--- config.mk ---
export PLATFORM = sky130hd
export DESIGN_NAME = button_press_classifier_flat
export DESIGN_NICKNAME = d
export VERILOG_FILES = /design/src/hdl/bpc_pkg.sv /design/src/hdl/bpc_intf.sv /design/src/hdl/bpc_cfg_regs.sv /design/src/hdl/bpc_classifier.sv /design/src/hdl/button_press_classifier.sv /design/src/flat_wrapper.sv
export SDC_FILE = /design/constraint.sdc
export NUM_CORES = 1
export LEC_CHECK = 0
export BUFFER_PORTS_ARGS = -buffer_cell sky130_fd_sc_hd__buf_2
export CORE_MARGIN = 10
export CORE_UTILIZATION = 45
export CTS_BUF_LIST = sky130_fd_sc_hd__clkbuf_8
export CTS_CLUSTER_DIAMETER = 150
export DETAILED_ROUTE_END_ITERATION = 16
export HOLD_SLACK_MARGIN = 0.06
export PLACE_DENSITY_LB_ADDON = 0.25
export SLEW_MARGIN = 25
export SYNTH_ARGS = -nofsm -noshare
export SYNTH_HDL_FRONTEND = slang
export SYNTH_SLANG_ARGS = --single-unit
--- constraint.sdc ---
create_clock -name i_clk -period 6.3 [get_ports i_clk]
set_input_delay 0.315 -clock i_clk [delete_from_list [all_inputs] [get_ports i_clk]]
set_output_delay 0.315 -clock i_clk [all_outputs]
set_load 0.02 [all_outputs]
--- src/hdl/bpc_pkg.sv ---
// Shared types and constants of the button press classifier.
`default_nettype none

package bpc_pkg;

    localparam int unsigned TIME_W = 32;

    typedef logic [TIME_W-1:0] t_time;

    // Result event codes.
    typedef enum logic [1:0] {
        EV_NONE   = 2'd0,
        EV_SINGLE = 2'd1,
        EV_DOUBLE = 2'd2,
        EV_LONG   = 2'd3
    } t_event;

    // Configuration register indexes.
    typedef enum logic [1:0] {
        CFG_ACTIVE_HIGH   = 2'd0,
        CFG_DEBOUNCE_US   = 2'd1,
        CFG_DOUBLE_GAP_US = 2'd2,
        CFG_LONG_MIN_US   = 2'd3
    } t_cfg_idx;

    localparam logic  RST_ACTIVE_HIGH   = 1'b1;
    localparam t_time RST_DEBOUNCE_US   = 32'd50000;
    localparam t_time RST_DOUBLE_GAP_US = 32'd250000;
    localparam t_time RST_LONG_MIN_US   = 32'd1000000;

    typedef struct packed {
        logic  active_high;
        t_time debounce_us;
        t_time double_gap_us;
        t_time long_min_us;
    } t_cfg;

    typedef struct packed {
        t_event event_code;
        logic   debounced_level;
    } t_result;

endpackage

`default_nettype wire

--- src/hdl/bpc_intf.sv ---
// Handshake channel interfaces of the button press classifier.
`default_nettype none

interface bpc_in_if;
    logic        valid;
    logic        ready;
    logic [31:0] now_us;
    logic        raw_level;

    modport source (output valid, output now_us, output raw_level, input ready);
    modport sink   (input valid, input now_us, input raw_level, output ready);
endinterface

interface bpc_out_if;
    logic       valid;
    logic       ready;
    logic [1:0] event_code;
    logic       debounced_level;

    modport source (output valid, output event_code, output debounced_level, input ready);
    modport sink   (input valid, input event_code, input debounced_level, output ready);
endinterface

interface bpc_cfg_if;
    logic        valid;
    logic        ready;
    logic [1:0]  index;
    logic [31:0] data;

    modport source (output valid, output index, output data, input ready);
    modport sink   (input valid, input index, input data, output ready);
endinterface

`default_nettype wire

--- src/hdl/bpc_cfg_regs.sv ---
// Configuration registers of the button press classifier.
`default_nettype none

module bpc_cfg_regs
    import bpc_pkg::*;
(
    input  wire         i_clk,
    input  wire         i_rst_n,
    input  wire         i_wr,
    input  wire  [1:0]  i_index,
    input  wire  [31:0] i_data,
    output t_cfg        o_cfg
);

    t_cfg r_cfg;

    always_ff @(posedge i_clk) begin
        if (!i_rst_n) begin
            r_cfg.active_high   <= RST_ACTIVE_HIGH;
            r_cfg.debounce_us   <= RST_DEBOUNCE_US;
            r_cfg.double_gap_us <= RST_DOUBLE_GAP_US;
            r_cfg.long_min_us   <= RST_LONG_MIN_US;
        end else if (i_wr) begin
            unique case (t_cfg_idx'(i_index))
                CFG_ACTIVE_HIGH:   r_cfg.active_high   <= i_data[0];
                CFG_DEBOUNCE_US:   r_cfg.debounce_us   <= i_data;
                CFG_DOUBLE_GAP_US: r_cfg.double_gap_us <= i_data;
                CFG_LONG_MIN_US:   r_cfg.long_min_us   <= i_data;
            endcase
        end
    end

    assign o_cfg = r_cfg;

endmodule

`default_nettype wire

--- src/hdl/bpc_classifier.sv ---
// Debounce and press classification state, advanced once per sample.
`default_nettype none

module bpc_classifier
    import bpc_pkg::*;
(
    input  wire        i_clk,
    input  wire        i_rst_n,
    input  wire        i_step,
    input  wire [31:0] i_now_us,
    input  wire        i_raw_level,
    input  t_cfg       i_cfg,
    output t_result    o_result
);

    logic  r_stable_level, n_stable_level;
    t_time r_stable_since, n_stable_since;
    logic  r_is_down, n_is_down;
    t_time r_down_time, n_down_time;
    t_time r_up_time, n_up_time;
    logic  r_double_waiting, n_double_waiting;
    logic  r_long_waiting, n_long_waiting;

    logic   level;
    logic   deb_ok;
    logic   press_edge;
    logic   release_edge;
    logic   gap_over;
    logic   hold_over;
    t_event ev;

    always_comb begin
        level  = i_cfg.active_high ? i_raw_level : ~i_raw_level;
        deb_ok = (i_now_us - r_stable_since) > i_cfg.debounce_us;

        n_stable_level   = r_stable_level;
        n_stable_since   = r_stable_since;
        n_is_down        = r_is_down;
        n_down_time      = r_down_time;
        n_up_time        = r_up_time;
        n_double_waiting = r_double_waiting;
        n_long_waiting   = r_long_waiting;
        ev               = EV_NONE;

        if (deb_ok && (r_stable_level != level)) begin
            n_stable_level = level;
            n_stable_since = i_now_us;
        end

        press_edge   = n_stable_level & ~r_is_down;
        release_edge = ~n_stable_level & r_is_down;

        // An edge restamps its time to now, so its own timeout cannot fire.
        gap_over  = ((i_now_us - r_up_time) > i_cfg.double_gap_us) & ~release_edge;
        hold_over = ((i_now_us - r_down_time) > i_cfg.long_min_us) & ~press_edge;

        n_is_down = n_stable_level;
        if (press_edge) begin
            n_down_time = i_now_us;
        end
        if (release_edge) begin
            n_up_time = i_now_us;
            priority if (r_long_waiting) begin
                n_double_waiting = 1'b0;
            end else if (r_double_waiting) begin
                ev               = EV_DOUBLE;
                n_double_waiting = 1'b0;
            end else begin
                n_double_waiting = 1'b1;
            end
            n_long_waiting = 1'b0;
        end

        priority if (!n_is_down && n_double_waiting && gap_over) begin
            n_double_waiting = 1'b0;
            ev               = EV_SINGLE;
        end else if (n_is_down && !n_long_waiting && hold_over) begin
            ev               = EV_LONG;
            n_long_waiting   = 1'b1;
            n_double_waiting = 1'b0;
        end
    end

    always_ff @(posedge i_clk) begin
        if (!i_rst_n) begin
            r_stable_level   <= 1'b0;
            r_stable_since   <= '0;
            r_is_down        <= 1'b0;
            r_down_time      <= '0;
            r_up_time        <= '0;
            r_double_waiting <= 1'b0;
            r_long_waiting   <= 1'b0;
        end else if (i_step) begin
            r_stable_level   <= n_stable_level;
            r_stable_since   <= n_stable_since;
            r_is_down        <= n_is_down;
            r_down_time      <= n_down_time;
            r_up_time        <= n_up_time;
            r_double_waiting <= n_double_waiting;
            r_long_waiting   <= n_long_waiting;
        end
    end

    assign o_result.event_code      = ev;
    assign o_result.debounced_level = n_stable_level;

endmodule

`default_nettype wire

--- src/hdl/button_press_classifier.sv ---
// Top level of the button press classifier: sample register, classifier, result register.
//
// Channel  Dir  Payload                        Accepted when
// i_in     in   now_us[31:0], raw_level        i_in.valid && i_in.ready
// o_out    out  event_code[1:0], debounced     o_out.valid && o_out.ready
// i_cfg    in   index[1:0], data[31:0]         i_cfg.valid && i_cfg.ready
//
// Each sample passes from acceptance through the sample register, then
// through the classifier into the result register. A new sample is accepted
// every cycle while the result is not stalled. A stalled result holds the
// result register, then the sample register, and then i_in.ready falls.
// Reset is synchronous; it clears valid flags and classifier state and sets
// configuration defaults, not data. Configuration writes are always accepted.
`default_nettype none

module button_press_classifier
    import bpc_pkg::*;
(
    input  wire        i_clk,
    input  wire        i_rst_n,
    bpc_in_if.sink     i_in,
    bpc_out_if.source  o_out,
    bpc_cfg_if.sink    i_cfg
);

    t_cfg    cfg;
    t_result result;

    logic  r_in_valid;
    t_time r_now_us;
    logic  r_raw_level;
    logic  r_out_valid;
    t_result r_result;

    logic advance;
    logic take_in;

    assign advance = r_in_valid && (!r_out_valid || o_out.ready);
    assign take_in = i_in.valid && i_in.ready;

    assign i_in.ready  = !r_in_valid || advance;
    assign i_cfg.ready = 1'b1;

    bpc_cfg_regs u_cfg_regs (
        .i_clk   (i_clk),
        .i_rst_n (i_rst_n),
        .i_wr    (i_cfg.valid && i_cfg.ready),
        .i_index (i_cfg.index),
        .i_data  (i_cfg.data),
        .o_cfg   (cfg)
    );

    bpc_classifier u_classifier (
        .i_clk       (i_clk),
        .i_rst_n     (i_rst_n),
        .i_step      (advance),
        .i_now_us    (r_now_us),
        .i_raw_level (r_raw_level),
        .i_cfg       (cfg),
        .o_result    (result)
    );

    always_ff @(posedge i_clk) begin
        if (!i_rst_n) begin
            r_in_valid <= 1'b0;
        end else if (take_in) begin
            r_in_valid <= 1'b1;
        end else if (advance) begin
            r_in_valid <= 1'b0;
        end
    end

    always_ff @(posedge i_clk) begin
        if (take_in) begin
            r_now_us    <= i_in.now_us;
            r_raw_level <= i_in.raw_level;
        end
    end

    always_ff @(posedge i_clk) begin
        if (!i_rst_n) begin
            r_out_valid <= 1'b0;
        end else if (advance) begin
            r_out_valid <= 1'b1;
        end else if (o_out.ready) begin
            r_out_valid <= 1'b0;
        end
    end

    always_ff @(posedge i_clk) begin
        if (advance) begin
            r_result <= result;
        end
    end

    assign o_out.valid           = r_out_valid;
    assign o_out.event_code      = r_result.event_code;
    assign o_out.debounced_level = r_result.debounced_level;

endmodule

`default_nettype wire
--- src/flat_wrapper.sv ---
// flat-port wrapper written by rule: the top's interface ports become plain ports
module button_press_classifier_flat import bpc_pkg::*;
  (i_clk, i_rst_n, i_in_valid, i_in_now_us, i_in_raw_level, i_in_ready, o_out_valid, o_out_event_code, o_out_debounced_level, o_out_ready, i_cfg_valid, i_cfg_index, i_cfg_data, i_cfg_ready);
  bpc_in_if i_in_i ();
  bpc_out_if o_out_i ();
  bpc_cfg_if i_cfg_i ();
  input  wire i_clk;
  input  wire i_rst_n;
  input wire logic [$bits(i_in_i.valid)-1:0] i_in_valid;
  input wire logic [$bits(i_in_i.now_us)-1:0] i_in_now_us;
  input wire logic [$bits(i_in_i.raw_level)-1:0] i_in_raw_level;
  output wire logic [$bits(i_in_i.ready)-1:0] i_in_ready;
  output wire logic [$bits(o_out_i.valid)-1:0] o_out_valid;
  output wire logic [$bits(o_out_i.event_code)-1:0] o_out_event_code;
  output wire logic [$bits(o_out_i.debounced_level)-1:0] o_out_debounced_level;
  input wire logic [$bits(o_out_i.ready)-1:0] o_out_ready;
  input wire logic [$bits(i_cfg_i.valid)-1:0] i_cfg_valid;
  input wire logic [$bits(i_cfg_i.index)-1:0] i_cfg_index;
  input wire logic [$bits(i_cfg_i.data)-1:0] i_cfg_data;
  output wire logic [$bits(i_cfg_i.ready)-1:0] i_cfg_ready;
  assign i_in_i.valid = i_in_valid;
  assign i_in_i.now_us = i_in_now_us;
  assign i_in_i.raw_level = i_in_raw_level;
  assign i_in_ready = i_in_i.ready;
  assign o_out_valid = o_out_i.valid;
  assign o_out_event_code = o_out_i.event_code;
  assign o_out_debounced_level = o_out_i.debounced_level;
  assign o_out_i.ready = o_out_ready;
  assign i_cfg_i.valid = i_cfg_valid;
  assign i_cfg_i.index = i_cfg_index;
  assign i_cfg_i.data = i_cfg_data;
  assign i_cfg_ready = i_cfg_i.ready;
  button_press_classifier u_core (.i_clk(i_clk), .i_rst_n(i_rst_n), .i_in(i_in_i), .o_out(o_out_i), .i_cfg(i_cfg_i));
endmodule
==> results.json, run 1 <==
{
  "pwr-share-clk": 0.374,
  "grt_pass1_wl_um": 67420,
  "die_h_um": 206.7,
  "synthXorXnorAreaFrac": 0.04689,
  "critPathRequiredTime_ns": 6.76,
  "cts.htree.levels": 2,
  "vias": 12860,
  "rsz0062_at_grt": "false",
  "dp_cells": 2289,
  "rows": 68,
  "clk_latency_ns": 0.59,
  "cts.clk_slew.worst_paths_ns": 0.06,
  "slowest_delay_ns": 0.43,
  "synth_fa_ha_area_frac": 0.1546,
  "initial_core_util": 0.4553,
  "fin_skew_ns": 0.03852,
  "grt_pass1_vias": 12550,
  "avgViaCountPerCell": 5.270,
  "gr-total-overflow": 0,
  "path_buf_inv": 3,
  "cts_buffer_depth": 3,
  "place_ws_ns": 0.02650,
  "slowest_stage": "a2111o_1",
  "p_seq_frac": 0.381,
  "postCtsSetupRepairBufs": 0,
  "p_sw_frac": 0.3074,
  "setup_violations": 0,
  "critical_path.endpoint_type": "register",
  "internal_power_w": 0.002963,
  "timing.final.hold_violations": 0,
  "drc": 0,
  "power_frac_comb": 0.245,
  "grt_max_degree": 124,
  "switchingPower_w": 0.001315,
  "outcome": "finished clean",
  "cts_tree": "done",
  "synth_compound_area_frac": 0.1880,
  "tightest_slew_ns": 1.053,
  "place_congestion": 0.9005,
  "ys_seq_elements": 234,
  "die_w_um": 206.7,
  "finalNetCount": 2213,
  "wl_um": 42550,
  "cts.sinks": 234,
  "synth_edf_count": 36,
  "routedWlPerCell_um": 17.44,
  "instances_no_fill": 2440,
  "synth_top_family_by_area": "compound AO/OA/AOI/OAI gates",
  "avgSynthCellArea_um2": 8.682,
  "path_class": "register to register",
  "cp_data_arrival_time_ns": 6.32,
  "worstSetupStartpointType": "register",
  "p_leak_nw": 7.146,
  "fin_crit_ns": 5.858,
  "final_cell_mix": "inv_1, nand2_1, dfxtp_1",
  "fin_tns_setup_ns": 0,
  "maxCapViolCount": 0,
  "slew_viol_final": 0,
  "yosysWarnings": 0,
  "cts_made_buffers": 45,
  "core_area_um2": 34460,
  "diodes": 0,
  "synthMuxAreaShare": 0.06444,
  "maxSlewHeadroom": 0.2982,
  "syn2layout_area_growth_pct": 16.47,
  "drtPass1Iterations": 6,
  "synthArstFlopShare": 0,
  "cellPowerDensity_nw_per_um2": 234.1,
  "io_pins": 78,
  "crit_chain": "inv_1, ha_1, inv_1, fa_1, a21o_1, a21oi_2, o21a_1, o31a_1, o211ai_2, a2111o_1, a31o_1, a21oi_1, xnor2_1, ha_1, nand4_1, nor4_4, nand3_1, nor3b_1, a22oi_1, o21ai_2, and4_2, buf_12, mux2i_1, nor2b_1",
  "syn_inst": 1807,
  "ys.flop_type": "dfxtp_1",
  "final_common_cell": "inv_1",
  "track_usage": 0.1981,
  "drt_iter0_drc": 689,
  "synth_nets": 2071,
  "clockRootBuffer": "clkbuf_8",
  "ir_drop_mv": 0.1443,
  "antenna_found_initial": 0,
  "drt.antenna.violating_nets": 0,
  "yosysUniqueCellTypes": 73,
  "syn_area_um2": 15690,
  "dieArea_um2": 42730,
  "hold_class": "input port to register",
  "layout_worst_path_cycle_share": 0.9298,
  "crit_fanout": 17,
  "fin_ws_ns": 0.4422,
  "seq_area_frac_synth": 0.3216,
  "hpwl_um": 30460,
  "drive_gt1_frac": 0.09320,
  "yosys.area_share.simple": 0.1569,
  "fmaxAchievable_mhz": 170.7,
  "hold_ws_ns": 0.1989,
  "port_buffers": 76,
  "crit_family": "compound AO/OA/AOI/OAI gates"
}
-- area by class of cell --
type                       instances  area, um^2
clock inverter                    25       158.9
timing repair buffer             158        1285
clock buffer                      58       798.3
multi-input combinational       1301        9632
fill                            3251       16190
inverter                         209       784.5
sequential                       234        5045
tap                              455       569.3
-- logic make-up (layout without fill, tap and decap cells) --
| kind of cell | Yosys count | in the layout |
|---|---|---|
| buffers and inverters | 272 | 450 |
| muxes | 101 | 101 |
| other | 1 | 1 |
| DFF | 234 | 234 |
| xor gates and xnor gates | 84 | 84 |
| adders and majority gates | 192 | 192 |
| AOI/OAI and AO/OA | 427 | 427 |
| and+or+nand+nor | 496 | 496 |
-- worst min-delay path, stage by stage --
cell,delay [ns]
buf_2,0.15
nor3b_1,0.09
mux2i_1,0.12
nand2_1,0.06
-- final timing paths --
check / from / end / slack (ns) / depth (start not counted)
min reg2reg: u_core.u_cfg_regs.o_cfg[85]$_SDFFE_PN0P_ / u_core.u_cfg_regs.o_cfg[85]$_SDFFE_PN0P_ / 0.46 / 2
max: u_core.r_now_us[0]$_DFFE_PP_ / u_core.u_classifier.r_down_time[17]$_SDFFE_PN0P_ / 0.44 / 24
max reg2reg: u_core.r_now_us[0]$_DFFE_PP_ / u_core.u_classifier.r_down_time[17]$_SDFFE_PN0P_ / 0.44 / 24
min: i_cfg_index[0] / u_core.u_cfg_regs.o_cfg[96]$_SDFFE_PN1P_ / 0.20 / 4
-- flip-flops by register name, summed over array words and instances, names as in the netlist --
signal and cells:
u_core.u_classifier.r_is_down 1, u_core.o_out.event_code 2, u_core.o_out.debounced_level 1, u_core.r_now_us 32, u_core.u_classifier.r_double_waiting 1, u_core.u_classifier.r_long_waiting 1, u_core.u_cfg_regs.o_cfg 97, u_core.u_classifier.r_stable_since 32
u_core.r_raw_level 1, u_core.u_classifier.r_down_time 32, u_core.r_in_valid 1, u_core.o_out.valid 1, u_core.u_classifier.r_up_time 32
-- per-layer routing --
metal,wire length [um],GRT usage
met1,20360,0.2680
met2,18840,0.3118
met3,2142,0.03371
met4,1202,0.07193
met5,0,0
-- power groups by stage --
stage | combinational (W) | sequential, W | clock (W)
after floorplan | 0.000737 | 0.00164 | 0
after CTS | 0.00104 | 0.00163 | 0.00164
after global routing | 0.00117 | 0.00164 | 0.00171
final | 0.00105 | 0.00163 | 0.00160
after detailed placement | 0.000999 | 0.00166 | 0
after global placement | 0.000976 | 0.00166 | 0
-- metrics by stage --
stage | utilization | power (W) | area, um^2
2_1_floorplan | - | 0.002381 | 15690
3_3_place_gp | 0.4808 | 0.002637 | 16570
3_5_place_dp | 0.4816 | 0.002660 | 16590
4_1_cts | 0.5288 | 0.004312 | 18220
5_1_grt | 0.5303 | 0.004521 | 18270
6_report | 0.5303 | 0.004278 | 18270
-- Yosys cell counts, drive strengths merged (13+ instances only) --
cell	number	area share
and3	14	0.0056
nand3	17	0.0054
buf	16	0.0062
inv	209	0.050
o21ai	43	0.014
a21oi	95	0.031
ha	189	0.15
nor2	48	0.011
o21a	25	0.012
o211ai	26	0.013
nand2	214	0.051
nor2b	113	0.045
nand4	24	0.0096
clkbuf	47	0.011
o21bai	13	0.0062
dfxtp	198	0.25
xor2	22	0.012
a21boi	83	0.040
mux2i	101	0.064
a21o	84	0.040
xnor2	62	0.035
edfxtp	36	0.069
-- what timing repair did --
action	CTS	global route
resized for setup	0	4
setup endpoints to repair	0	101
hold buffers	67	0
hold endpoints to repair	129	0
Note: power is estimated with default switching activity, not from simulation.
==> run 2, diff against run 1 <==
- MAX_ROUTING_LAYER: unset -> met4
==> results.json, run 2 (synthesis gave the netlist of run 1 again) <==
{
  "power_w": 0.004216,
  "crit_fanout": 17,
  "drtPass1Iterations": 7,
  "slowest_delay_ns": 0.44,
  "stdcell_area_um2": 18260,
  "final_util": 0.5298,
  "syn2layout_area_growth_pct": 16.37,
  "outcome": "finished clean",
  "tightest_slew_ns": 1.066,
  "rsz0062_at_grt": "false",
  "clockRootBuffer": "clkbuf_8",
  "io_pins": 78,
  "regArea_um2": 5045,
  "layout_worst_path_cycle_share": 0.9240,
  "cts_tree": "done",
  "wl_um": 42430,
  "setup_violations": 0,
  "initial_core_util": 0.4553,
  "cts.sinks": 234,
  "cellPowerDensity_nw_per_um2": 231.0,
  "grtUsageMet3": 0.03074,
  "fmaxAchievable_mhz": 171.8,
  "core_area_um2": 34460,
  "n_fill_cell": 3223,
  "slowest_stage": "a2111o_1",
  "drt.antenna.violating_nets": 0,
  "final_cell_mix": "inv_1, nand2_1, dfxtp_1",
  "grt_max_degree": 110,
  "slew_viol_final": 0,
  "port_buffers": 76,
  "p_leak_nw": 7.146,
  "crit_chain": "inv_1, ha_1, inv_1, fa_1, a21o_1, a21oi_2, o21a_1, o31a_1, o211ai_2, a2111o_1, a31o_1, a21oi_1, xnor2_1, ha_1, nand4_1, nor4_4, nand3_1, nor3b_1, a22oi_1, o21ai_2, and4_2, buf_12, mux2i_1, nor2b_1",
  "fin_crit_ns": 5.821,
  "antenna_found_initial": 0,
  "track_usage": 0.2048,
  "grt_util_met2": 0.3157,
  "drive_gt1_frac": 0.09265,
  "place_congestion": 0.9236,
  "use_met1": 0.2734,
  "ir_drop_mv": 0.1270,
  "finalNetCount": 2215,
  "largest_reg_flops": 97,
  "grt_pass1_vias": 12670,
  "avgViaCountPerCell": 5.270,
  "routedWlPerCell_um": 17.38,
  "cts.htree.levels": 2,
  "die_w_um": 206.7,
  "maxCapViolCount": 0,
  "maxSlewHeadroom": 0.2895,
  "fin_tns_setup_ns": 0,
  "critical_path.endpoint_type": "register",
  "diodes": 0,
  "grt_pass1_wl_um": 67910,
  "timing.final.hold_violations": 0,
  "path_class": "register to register",
  "die_h_um": 206.7,
  "fin_skew_ns": 0.01922,
  "clk_latency_ns": 0.58,
  "cp_data_arrival_time_ns": 6.28,
  "hpwl_um": 30550,
  "cts.clk_slew.worst_paths_ns": 0.07,
  "drc": 0,
  "dieArea_um2": 42730,
  "hold_class": "input port to register",
  "cts_buffer_depth": 3,
  "final_common_cell": "inv_1",
  "critPathRequiredTime_ns": 6.76,
  "gr-total-overflow": 0,
  "vias": 12860,
  "postCtsSetupRepairBufs": 0,
  "drt_iter0_drc": 736,
  "cts_made_buffers": 44,
  "multi_input_area_um2": 9632,
  "placed_area_um2": 16600,
  "rows": 68,
  "worstSetupStartpointType": "register",
  "grt-busiest-layer": "met2"
}
run 2: path summary, 6_finish.rpt:
path | from | endpoint | slack, ns | cells past startpoint
worst min-delay path | i_cfg_index[1] | u_core.u_cfg_regs.o_cfg[96]$_SDFFE_PN1P_ | 0.18 | 4
worst max register to register | u_core.r_now_us[0]$_DFFE_PP_ | u_core.u_classifier.r_down_time[15]$_SDFFE_PN0P_ | 0.48 | 24
worst min register to register | u_core.u_cfg_regs.o_cfg[80]$_SDFFE_PN0P_ | u_core.u_cfg_regs.o_cfg[80]$_SDFFE_PN0P_ | 0.46 | 2
worst max-delay path | u_core.r_now_us[0]$_DFFE_PP_ | u_core.u_classifier.r_down_time[15]$_SDFFE_PN0P_ | 0.48 | 24
run 2: through the flow:
stage,std cells,hold WS (ns),worst slack [ns]
after floorplan,1807,0.4139,1.319
after global placement,2290,0.4522,0.3168
after detailed placement,2291,0.4584,0.2256
after CTS,2439,0.1514,0.1970
after global routing,2441,0.1968,0.04090
final,2441,0.1802,0.4788
run 2: power by group:
group	switching, W	leakage, nW	internal (W)
Sequential	0.0000501	1.96	0.00158
Clock	0.000686	0.535	0.000852
Combinational	0.000572	4.65	0.000476
run 2: repair_timing:
item	4_1_cts	5_1_grt
setup endpoints to repair	0	101
gates resized for setup	0	4
hold buffers	67	0
endpoints found under the hold margin	132	0
run 2: final cells by class:
class / count / area share
clock buffer: 57 / 0.04297
clock inverter: 24 / 0.007128
inverter: 209 / 0.04297
multi-input combinational: 1301 / 0.5276
sequential: 234 / 0.2763
tap: 455 / 0.03118
timing repair buffer: 161 / 0.07183
run 2: worst max-delay path, delay by kind of cell, from the launching register on:
kind | cells | cell delay [ns]
compound gates | 10 | 2.38
xor+xnor | 1 | 0.08
buf+inv | 3 | 0.37
mux | 1 | 0.18
fa+ha+maj | 3 | 0.89
simple gates | 6 | 1.34
flops | 1 | 0.42
run 2: routing by layer:
metal | up-vias | wire, um | part of all wire
met1 | 5980 | 20550 | 0.48
met3 | 69 | 2090 | 0.049
li1 | 6537 | - | -
met5 | - | 0 | 0
met4 | 0 | 1102 | 0.026
met2 | 277 | 18680 | 0.44
